### config.mk
export PLATFORM = sky130hd
export DESIGN_NAME = ribsm_table
export DESIGN_NICKNAME = d
export VERILOG_FILES = /design/src/rtl/core/ribsm_pkg.sv /design/src/rtl/core/ribsm_table.sv
export SDC_FILE = /design/constraint.sdc
export NUM_CORES = 2
export LEC_CHECK = 0
export BUFFER_PORTS_ARGS = -buffer_cell sky130_fd_sc_hd__buf_2
export CORE_UTILIZATION = 60
export CTS_BUF_LIST = sky130_fd_sc_hd__clkbuf_4 sky130_fd_sc_hd__clkbuf_8
export DETAILED_ROUTE_END_ITERATION = 10
export GPL_ROUTABILITY_DRIVEN = 1
export HOLD_SLACK_MARGIN = 0.02
export PLACE_DENSITY = 0.85
export SETUP_SLACK_MARGIN = 0.1
export SLEW_MARGIN = 20
export SYNTH_ARGS = -nofsm -noshare
export SYNTH_HDL_FRONTEND = slang
export SYNTH_SLANG_ARGS = --single-unit
### constraint.sdc
create_clock -name clock -period 25.7 [get_ports clock]
set_input_delay 2.57 -clock clock [delete_from_list [all_inputs] [get_ports clock]]
set_output_delay 2.57 -clock clock [all_outputs]
set_load 0.1 [all_outputs]
### src/rtl/core/ribsm_pkg.sv
// ----------------------------------------------------------------------------
// Range interleaved bank/set mapper package
// Shared widths, status codes, CSR indices and the divider request and response types.
// ----------------------------------------------------------------------------
package ribsm_pkg;

   localparam int TABLE_ENTRIES = 16;
   localparam int ADDR_BITS     = 48;
   localparam int IDX_BITS      = (TABLE_ENTRIES > 1) ? $clog2(TABLE_ENTRIES) : 1;
   localparam int CNT_BITS      = $clog2(TABLE_ENTRIES + 1);
   localparam int DIV_BITS      = 64;
   localparam int DIV_CNT_BITS  = $clog2(DIV_BITS + 1);

   localparam int REQ_DATA_BITS = 160; // 48+48+32+12+20 = 160
   localparam int RSP_DATA_BITS = 40;  // 3+12+20 = 35 -> 40

   typedef enum logic [2:0] {
      ST_OK      = 3'd0,
      ST_MISS    = 3'd1,
      ST_OVERLAP = 3'd2,
      ST_FULL    = 3'd3,
      ST_ZERO_IL = 3'd4
   } status_type;

   typedef enum logic [1:0] {
      CSR_ROWS  = 2'd0,
      CSR_COLS  = 2'd1,
      CSR_LINE  = 2'd2,
      CSR_SETS  = 2'd3
   } csr_idx_type;

   typedef struct packed {
      logic                start;
      logic [DIV_BITS-1:0] dividend;
      logic [DIV_BITS-1:0] divisor;
   } div_req_type;

   typedef struct packed {
      logic                done;
      logic [DIV_BITS-1:0] quotient;
      logic [DIV_BITS-1:0] remainder;
   } div_rsp_type;

endpackage

### src/rtl/core/ribsm_table.sv
// ----------------------------------------------------------------------------
// Range mapper table
// Range entries with valid bits; one entry read per cycle at a chosen slot.
// ----------------------------------------------------------------------------
module ribsm_table (
   input  logic                          clock,
   input  logic                          reset,
   input  logic [ribsm_pkg::IDX_BITS-1:0] rd_idx,
   output logic                          rd_valid,
   output logic [ribsm_pkg::ADDR_BITS-1:0] rd_start,
   output logic [ribsm_pkg::ADDR_BITS-1:0] rd_end,
   output logic [31:0]                   rd_il,
   output logic [11:0]                   rd_bank,
   output logic [19:0]                   rd_set,
   input  logic                          wr_en,
   input  logic [ribsm_pkg::IDX_BITS-1:0] wr_idx,
   input  logic [ribsm_pkg::ADDR_BITS-1:0] wr_start,
   input  logic [ribsm_pkg::ADDR_BITS-1:0] wr_end,
   input  logic [31:0]                   wr_il,
   input  logic [11:0]                   wr_bank,
   input  logic [19:0]                   wr_set
);
   import ribsm_pkg::*;

   logic [TABLE_ENTRIES-1:0] valid_ff;
   logic [ADDR_BITS-1:0]     start_mem [TABLE_ENTRIES];
   logic [ADDR_BITS-1:0]     end_mem   [TABLE_ENTRIES];
   logic [31:0]              il_mem    [TABLE_ENTRIES];
   logic [11:0]              bank_mem  [TABLE_ENTRIES];
   logic [19:0]              set_mem   [TABLE_ENTRIES];

   always_ff @(posedge clock) begin
      if (reset) begin
         valid_ff <= '0;
      end else if (wr_en) begin
         valid_ff[wr_idx] <= 1'b1;
      end
      if (wr_en) begin
         start_mem[wr_idx] <= wr_start;
         end_mem[wr_idx]   <= wr_end;
         il_mem[wr_idx]    <= wr_il;
         bank_mem[wr_idx]  <= wr_bank;
         set_mem[wr_idx]   <= wr_set;
      end
   end

   assign rd_valid = valid_ff[rd_idx];
   assign rd_start = start_mem[rd_idx];
   assign rd_end   = end_mem[rd_idx];
   assign rd_il    = il_mem[rd_idx];
   assign rd_bank  = bank_mem[rd_idx];
   assign rd_set   = set_mem[rd_idx];

endmodule

==> metrics.csv <==
stage,metric,value,unit
status,outcome,"complete, no violations",
setup_path,CP dominant cell by count,buf_4,
cells_and_area,"most common cell after layout, fill and taps aside",edfxtp_1,
yosys,number of synthesized flops with an enable pin,2560,
yosys,#FFs+latches synth,2576,
grt,initial antenna violation count,61,
placed_design,detailed placement HPWL,112000,um
yosys,"Seq/Total Area, Yosys",79.9,%
clocking,cts repair resizes,0,
clocking,"Clk Latency, worst-skew pair",1.03,ns
power_and_ir_drop,internal power,0.00659,W
grt,global-route wire length before repair,324000,um
power_and_ir_drop,net switching power,0.00201,W
grt,vias in the first global route,48635,
yosys,Yosys warning total,0,
grt,largest net degree at the start of global routing,142,
routing,DRC viols,0,
cells_and_area,synthesis-to-layout area growth,12.1,%
yosys,share of the synthesized area in the top cell type,79.5,%
yosys,ys async rst share,0,%
clocking,CTS Hold Bufs,0,
setup_path,Worst path slowest cell,buf_4,
cells_and_area,most frequent cells in the layout,"edfxtp_1, mux4_2, clkbuf_8",
setup_path,CP Launch Type,input port,
yosys,Post-Syn Area,96700,um^2
power_and_ir_drop,pwr dens,79.4,nW/um^2
clocking,CTS tree,yes,
floorplan,Die ar.,163000,um^2
floorplan,Initial Util,60.8,%
routing,via/cell ratio,6.60,
sta,min Tclk post-route,10.50,ns
yosys,Synth cell types,32,
yosys,syn_nets,4251,
floorplan,Die X,403,um
clocking,clock tree root driver cell,clkbuf_8,
yosys,"Avg Cell Area, Syn",23.7,um^2
sta,Highest Clock Rate,0.0953,GHz
routing,drt pass-1 iters,5,
placed_design,Placer Congestion,0.741,
routing,routed wire length per instance,31.5,um
yosys,"Top FF cell, synth",edfxtp_1,
setup_path,CP peak stage delay,0.90,ns
cells_and_area,register area,77200,um^2
floorplan,I/O pins,332,
power_and_ir_drop,Peak supply drop,61.4,uV
power_and_ir_drop,Gate power share,7.6,%
power_and_ir_drop,P_leak,34.7,nW
yosys,"area leader, netlist",edfxtp_1,
hold_path,HP Class,flop to flop,
sta,RSZ-0062 raised after global routing,false,
floorplan,num rows,146,
power_and_ir_drop,clock share of power,37.4,%
floorplan,Die H,403,um
setup_path,WS Path Type,input port to output port,
yosys,"top cells by area, synth","edfxtp_1, mux4_2, a22oi_1",
floorplan,CORE AREA,159000,um^2
setup_path,critical path endpoint category,output port,
routing,vias,47179,
sta,max-slew violation count,0,
sta,Slew Limit Headroom,17.5,%
routing,post-route ant nets,0,
cells_and_area,Fill cells,9080,
flow_run,maxcap violations,0,
setup_path,CP cell instances,buf_8 > buf_4 > buf_4 > buf_4 > buf_4 > mux4_2 > a22oi_1 > nand2_1 > buf_2,
power_and_ir_drop,Reg power frac,55.0,%
placed_design,Port-buffer cells,331,
sta,clock skew,0,ns
setup_path,WP data required,23.13,ns
power_and_ir_drop,Sw Share,23.4,%
yosys,Post-Syn Instances,4080,
cells_and_area,Final nets,4844,
clocking,Sink Count,2576,
grt,total track usage,27.9,%
clocking,CTS HTree Levels,5,
clocking,CTS Buf Count,402,
clocking,clk buf depth,4,
sta,Slew @ Worst Pin,1.24,ns
cells_and_area,share of post-route cells with drive strength above 1,34.2,%
clocking,Worst-path clk slew,0.06,ns
sta,period utilization,40.8,%
sta,"Hold Violations, Final",0,
routing,DRT Wirelength,225000,um
setup_path,CP Data Arrival Time,7.93,ns
sta,Setup TNS Final,0,ns
clocking,Post CTS Setup Buffer Count,0,
grt,"Remaining Overflow, GRT",0,
setup_path,worst-path fanout max,69,
cells_and_area,area of the multi-input gates,18500,um^2
placed_design,placed inst area,101000,um^2
sta,Final setup viols,0,
cells_and_area,post-route cell area,108000,um^2
routing,initial DRC count,6058,
-- Yosys cell counts, drive strengths merged, types with 6 or more instances --
library cell,n
o21ai,17
nor2b,31
a21oi,12
buf,144
o22a,6
nand2b,18
mux4,607
a221oi,14
o221ai,23
dfxtp,16
nand2,126
mux2,68
edfxtp,2560
mux2i,26
a22oi,279
clkbuf,81
nor2,32
-- state kept, by name, indices dropped and copies added (netlist names) --
name       flops
bank_mem     192
end_mem      768
il_mem       512
set_mem      320
start_mem    768
valid_ff      16
-- final cells by class --
cell class	instances	share of cell area (%)
Sequential cell	2576	71.3
Antenna cell	36	0.0832
Timing Repair Buffer	414	2.26
Tap cell	2146	2.48
Clock inverter	157	0.754
Multi-Input combinational cell	1279	17.1
Clock buffer	538	6.10
-- worst max-delay path: cells and delay by family --
kind | cells | cell delay (ns)
AOI/OAI and AO/OA | 1 | 0.22
buffers and inverters | 6 | 4.10
muxes | 1 | 0.60
and+or+nand+nor | 1 | 0.22
-- worst paths after layout --
| kind | from | to | slack [ns] | depth (start not counted) |
|---|---|---|---|---|
| max | rd_idx[0] | rd_bank[11] | 15.20 | 9 |
| min reg2reg | valid_ff[15] | valid_ff[15] | 0.46 | 2 |
| max reg2reg | valid_ff[11] | valid_ff[11] | 25.06 | 2 |
| min | valid_ff[15] | valid_ff[15] | 0.46 | 2 |
-- metrics by stage --
stage	util, %	hold slack [ns]	cells	setup slack (ns)	total power, W
finish	68.1	0.464	7146	15.20	0.00860
global route	68.1	0.507	7125	14.69	0.00885
CTS	68.0	0.467	7110	15.04	0.00865
detailed placement	63.4	0.456	6415	15.04	0.00547
global placement	63.4	0.442	6415	15.05	0.00545
floorplan	-	0.431	4080	10.95	0.00528
-- per-layer routing --
metal	GRT usage [%]	routed length [um]	up-vias
li1	-	-	18836
met1	37.1	80500	24693
met2	45.2	112000	3068
met3	6.48	23900	542
met4	11.0	7820	40
met5	0	248	-
-- power groups by stage --
stage                     Sequential, W  Clock (W)  Combinational, W
after floorplan                 0.00482          0          0.000461
final                           0.00473    0.00322          0.000651
after detailed placement        0.00482          0          0.000653
after global routing            0.00473    0.00344          0.000677
after global placement          0.00481          0          0.000638
after CTS                       0.00473    0.00327          0.000655
-- kinds of logic (layout without fill, tap and decap cells) --
kind of cell           after synthesis  in the layout  share of synthesized area [%]
AO/OA/AOI/OAI                      355            355                           2.73
multiplexers                       701            701                           15.2
AND/OR/NAND/NOR                    223            223                           1.04
buffers and inverters              225           1109                           1.18
other                                0             36                              0
flip-flops                        2576           2576                           79.9
Power figures use the tool's default switching activity.
