### src/rtl/core/ribsm_pkg.sv
// ----------------------------------------------------------------------------
// Range interleaved bank/set mapper package
// Shared widths, status codes, CSR indices and the divider request and response types.
// ----------------------------------------------------------------------------
package ribsm_pkg;

   localparam int TABLE_ENTRIES = 16;
   localparam int ADDR_BITS     = 48;
   localparam int IDX_BITS      = (TABLE_ENTRIES > 1) ? $clog2(TABLE_ENTRIES) : 1;
   localparam int CNT_BITS      = $clog2(TABLE_ENTRIES + 1);
   localparam int DIV_BITS      = 64;
   localparam int DIV_CNT_BITS  = $clog2(DIV_BITS + 1);

   localparam int REQ_DATA_BITS = 160; // 48+48+32+12+20 = 160
   localparam int RSP_DATA_BITS = 40;  // 3+12+20 = 35 -> 40

   typedef enum logic [2:0] {
      ST_OK      = 3'd0,
      ST_MISS    = 3'd1,
      ST_OVERLAP = 3'd2,
      ST_FULL    = 3'd3,
      ST_ZERO_IL = 3'd4
   } status_type;

   typedef enum logic [1:0] {
      CSR_ROWS  = 2'd0,
      CSR_COLS  = 2'd1,
      CSR_LINE  = 2'd2,
      CSR_SETS  = 2'd3
   } csr_idx_type;

   typedef struct packed {
      logic                start;
      logic [DIV_BITS-1:0] dividend;
      logic [DIV_BITS-1:0] divisor;
   } div_req_type;

   typedef struct packed {
      logic                done;
      logic [DIV_BITS-1:0] quotient;
      logic [DIV_BITS-1:0] remainder;
   } div_rsp_type;

endpackage

### src/rtl/core/ribsm_divider.sv
// ----------------------------------------------------------------------------
// Range mapper divider
// Restoring radix-2 divider, one quotient bit per cycle.
// ----------------------------------------------------------------------------
module ribsm_divider (
   input  logic                  clock,
   input  logic                  reset,
   input  ribsm_pkg::div_req_type req,
   output ribsm_pkg::div_rsp_type rsp
);
   import ribsm_pkg::*;

   logic                    busy_ff, busy_in;
   logic [DIV_CNT_BITS-1:0] cnt_ff, cnt_in;
   logic [DIV_BITS-1:0]     quo_ff, quo_in;
   logic [DIV_BITS-1:0]     rem_ff, rem_in;
   logic [DIV_BITS-1:0]     dvs_ff, dvs_in;
   logic                    done_ff, done_in;
   logic [DIV_BITS:0]       trial;
   logic [DIV_BITS:0]       shifted;

   always_comb begin
      busy_in = busy_ff;
      cnt_in  = cnt_ff;
      quo_in  = quo_ff;
      rem_in  = rem_ff;
      dvs_in  = dvs_ff;
      done_in = 1'b0;
      shifted = {rem_ff, quo_ff[DIV_BITS-1]};
      trial   = shifted - {1'b0, dvs_ff};
      if (req.start) begin
         busy_in = 1'b1;
         cnt_in  = DIV_CNT_BITS'(DIV_BITS);
         quo_in  = req.dividend;
         rem_in  = '0;
         dvs_in  = req.divisor;
      end else if (busy_ff) begin
         // shift in next dividend bit, subtract when it fits
         if (!trial[DIV_BITS]) begin
            rem_in = trial[DIV_BITS-1:0];
            quo_in = {quo_ff[DIV_BITS-2:0], 1'b1};
         end else begin
            rem_in = shifted[DIV_BITS-1:0];
            quo_in = {quo_ff[DIV_BITS-2:0], 1'b0};
         end
         cnt_in = cnt_ff - DIV_CNT_BITS'(1);
         if (cnt_ff == DIV_CNT_BITS'(1)) begin
            busy_in = 1'b0;
            done_in = 1'b1;
         end
      end
   end

   always_ff @(posedge clock) begin
      if (reset) begin
         busy_ff <= 1'b0;
         done_ff <= 1'b0;
         cnt_ff  <= '0;
      end else begin
         busy_ff <= busy_in;
         done_ff <= done_in;
         cnt_ff  <= cnt_in;
      end
      quo_ff <= quo_in;
      rem_ff <= rem_in;
      dvs_ff <= dvs_in;
   end

   assign rsp.done      = done_ff;
   assign rsp.quotient  = quo_ff;
   assign rsp.remainder = rem_ff;

endmodule

### config.mk
export PLATFORM = sky130hd
export DESIGN_NAME = ribsm_divider
export DESIGN_NICKNAME = d
export VERILOG_FILES = /design/src/rtl/core/ribsm_pkg.sv /design/src/rtl/core/ribsm_divider.sv
export SDC_FILE = /design/constraint.sdc
export NUM_CORES = 1
export LEC_CHECK = 0
export ABC_AREA = 0
export BUFFER_PORTS_ARGS = -buffer_cell sky130_fd_sc_hd__buf_2
export CAP_MARGIN = 30
export CORE_MARGIN = 1
export CORE_UTILIZATION = 35
export CTS_CLUSTER_DIAMETER = 100
export DETAILED_ROUTE_END_ITERATION = 10
export PLACE_DENSITY = 0.62
export SYNTH_ARGS = -nofsm -noshare
export SYNTH_HDL_FRONTEND = slang
export SYNTH_SLANG_ARGS = --single-unit
### constraint.sdc
create_clock -name clock -period 3.2 [get_ports clock]
set_clock_uncertainty 0.15 [all_clocks]
set_input_delay 0.48 -clock clock [delete_from_list [all_inputs] [get_ports clock]]
set_output_delay 0.48 -clock clock [all_outputs]
set_load 0.01 [all_outputs]
==> results.sh <==
export IMPL_outcome="finished, violations left"
export IMPL_violations="negative setup slack"
export IMPL_crit_path_start="dvs_ff[29]"
export IMPL_p_per_area_nw_per_um2=488
export IMPL_timing_worst_setup_path_type="flip-flop to flip-flop"
export IMPL_hold_viol=0
export IMPL_rsz0062_at_grt="true"
export IMPL_hold_class="input pin to flip-flop"
export IMPL_syn_inst=1188
export IMPL_grt_first_pass_wirelength_mm=59.2
export IMPL_drt_pass1_iter_count=5
export IMPL_worstHoldStart="req[124]"
export IMPL_post_place_cells=2010
export IMPL_fin_ws_ps=-103
export IMPL_antenna_found_initial=0
export IMPL_period_minus_slack_ps=3300
export IMPL_clock_fmax_mhz=303
export IMPL_fp_dieW_um=187
export IMPL_synth_edf_count=128
export IMPL_switching_share=0.309
export IMPL_die_h_um=187
export IMPL_crit_required_ps=3470
export IMPL_ys_flop_type="edfxtp_1"
export IMPL_synth_fp_nets=1386
export IMPL_vias_per_cell=5.17
export IMPL_ys_warn_count=0
export IMPL_switchingPower_mw=2.57
export IMPL_use_met2=0.361
export IMPL_cts_tree="done"
export IMPL_yosysTopAreaCell="edfxtp_1"
export IMPL_coreArea_um2=33500
export IMPL_antennaDiodeCount=0
export IMPL_cts_root_buf="clkbuf_16"
export IMPL_gp_congestion=0.905
export IMPL_numCtsBuffers=25
export IMPL_grt_pass1_vias=11000
export IMPL_finalCritPeriodShare=1.03
export IMPL_ant_nets=0
export IMPL_row_count=67
export IMPL_finalSetupViolCount=36
export IMPL_cts_htree_levels=1
export IMPL_drive_above_1_share=0.375
export IMPL_clock_sinks=201
export IMPL_syn_avg_cell_area_um2=10.1
export IMPL_final_cell_area_um2=17000
export IMPL_synthTopCellsByArea="edfxtp_1 32%, dfxtp_1 12%, ha_1 6.9%"
export IMPL_ctsLongestPathBuffers=3
export IMPL_p_leak_nw=7.53
export IMPL_grt_start_max_net_pins=82
export IMPL_clk_insertion_delay_late_ps=550
export IMPL_grt_busiest_layer="met2"
export IMPL_dieArea_um2=34900
export IMPL_worst_ir_drop_vdd_mv=0.388
export IMPL_drv_cap=0
export IMPL_final_setup_tns_ps=-1620
export IMPL_drv_slew=0
export IMPL_syn_area_um2=11900
export IMPL_cp_max_fo=6
export IMPL_clkPwrFrac=0.327
export IMPL_cp_end_kind="flip-flop"
export IMPL_drt_iter0_markers=748
export IMPL_drt_wirelength_per_cell_um=18.0
export IMPL_ys_seq_area_frac=0.444
export IMPL_io_pins=260
export IMPL_seqPwrFrac=0.379
export IMPL_yosys_cell_types_count=81
export IMPL_nNetsFinal=1873
export IMPL_grtUsageMet3=0.0483
export IMPL_slew_headroom=0.422
export IMPL_start_kind="flip-flop"
export IMPL_final_cells=2142
export IMPL_track_usage=0.213
export IMPL_overflow=0
export IMPL_tightest_slew_ps=867
export IMPL_start_util=0.356
export IMPL_port_buffer_count=259
export IMPL_clkTransAtPathRegs_ps=60
export IMPL_dpl_cell_area_um2=14900
export IMPL_postSynth_asyncResetShare=0
export IMPL_critical_path_arrival_ps=3580
export IMPL_grtUsageMet1=0.268
export IMPL_reg2reg_from="dvs_ff[29]"
export IMPL_drc=0
export IMPL_dp_hpwl_mm=28.2
export IMPL_synth_seq_cells=201
export IMPL_routed_wl_mm=38.5
export IMPL_syn2layout_area_growth_pct=42.2
export IMPL_route_vias_total=11100
export IMPL_yosysTopAreaCellShare=0.322
export IMPL_p_int_mw=5.73
export IMPL_p_comb_frac=0.294
synth_stat cells, types with 26 or more instances:
cell      instances
edfxtp_1        128
nor2_1          113
nand2_1          82
a21oi_1          81
inv_1            80
dfxtp_1          73
ha_1             66
mux2_2           63
o21ai_0          52
a211oi_1         41
clkbuf_1         41
mux2i_1          39
xnor2_1          36
xor2_1           26
routing by layer:
layer  share of wire  vias to the layer above
met2            0.47                      426
li1                -                     5360
met3           0.073                       57
met1            0.43                     5226
met5               0                        -
met4           0.028                        0
worst max-delay path, cell delays in order, from the launching register on:
cell and delay, ps:
edfxtp_1 380, inv_1 110, ha_4 220, a21o_1 180
buf_4 140, a21o_1 200, a21o_1 220, o21ai_1 140
o21ai_0 100, buf_4 150, a21oi_4 140, a21oi_4 100
xor2_4 200, buf_8 170, nor2_4 60, buf_12 180
a221o_1 330
placed cells by master, fill, tap and decap left out, types with 38 or more instances in the layout:
cell type	synthesis	routed
edfxtp_1	128	128
buf_2	6	258
nor2_1	113	111
ha_1	66	60
nand2_1	82	80
buf_4	7	183
mux2_2	63	63
dfxtp_1	73	72
o21ai_0	52	38
dlygate4sd3_1	0	65
a21oi_1	81	72
inv_1	80	78
flip-flops by register name (all words and copies together), names as in the netlist:
register	count
dvs_ff	64
quo_ff	64
rem_ff	64
cnt_ff	7
busy_ff	1
done_ff	1
logic make-up (layout without fill, tap and decap cells):
family	count (synthesis)	in the layout	synth area share
AO/OA/AOI/OAI	308	308	0.176
AND/OR/NAND/NOR	302	302	0.118
flip-flops	201	201	0.444
buffers and inverters	144	650	0.0508
multiplexers	102	102	0.0921
adder cells (fa/ha/maj)	67	67	0.0708
XOR/XNOR	64	64	0.0482
power groups by stage:
stage,Combinational [mW],Clock (mW),Sequential [mW]
floorplan,1.19,0,3.25
global placement,2.16,0,3.19
detailed placement,2.17,0,3.19
CTS,2.35,2.79,3.15
global route,2.64,2.88,3.17
finish,2.44,2.71,3.15
final cells by class:
| class | count | area, µm² |
|---|---|---|
| clock buffers | 31 | 668 |
| clock inverters | 15 | 108 |
| fillers | 3113 | 16500 |
| inverters | 81 | 304 |
| multi-input cells | 843 | 6410 |
| flip-flops and latches | 201 | 5310 |
| well taps | 448 | 561 |
| repair buffers | 523 | 3630 |
path summary, 6_finish.rpt:
check | endpoint | slack [ps] | cells past startpoint
worst min register to register | cnt_ff[1] | 350 | 2
worst max register to register | rem_ff[57] | -100 | 16
worst max-delay path | rem_ff[57] | -100 | 16
worst min-delay path | quo_ff[60] | 80 | 2
through the flow:
step / utilization / setup WS, ps / hold WS, ps / power [mW]
after floorplan: - / -67.0 / 319 / 4.44
after global placement: 0.445 / -379 / 330 / 5.35
after detailed placement: 0.445 / -392 / 336 / 5.37
after CTS: 0.498 / -78.8 / 52.6 / 8.29
after global routing: 0.506 / -260 / 66.2 / 8.70
final: 0.506 / -103 / 82.1 / 8.30
repair_timing:
item | in CTS | in global routing
gates resized for setup | 42 | 47
endpoints found under the setup margin | 65 | 65
gates cloned | 3 | 2
pin swaps | 16 | 35
hold buffers | 65 | 0
setup buffers | 9 | 9
endpoints found under the hold margin | 66 | 0
(Power assumes the default switching activity.)
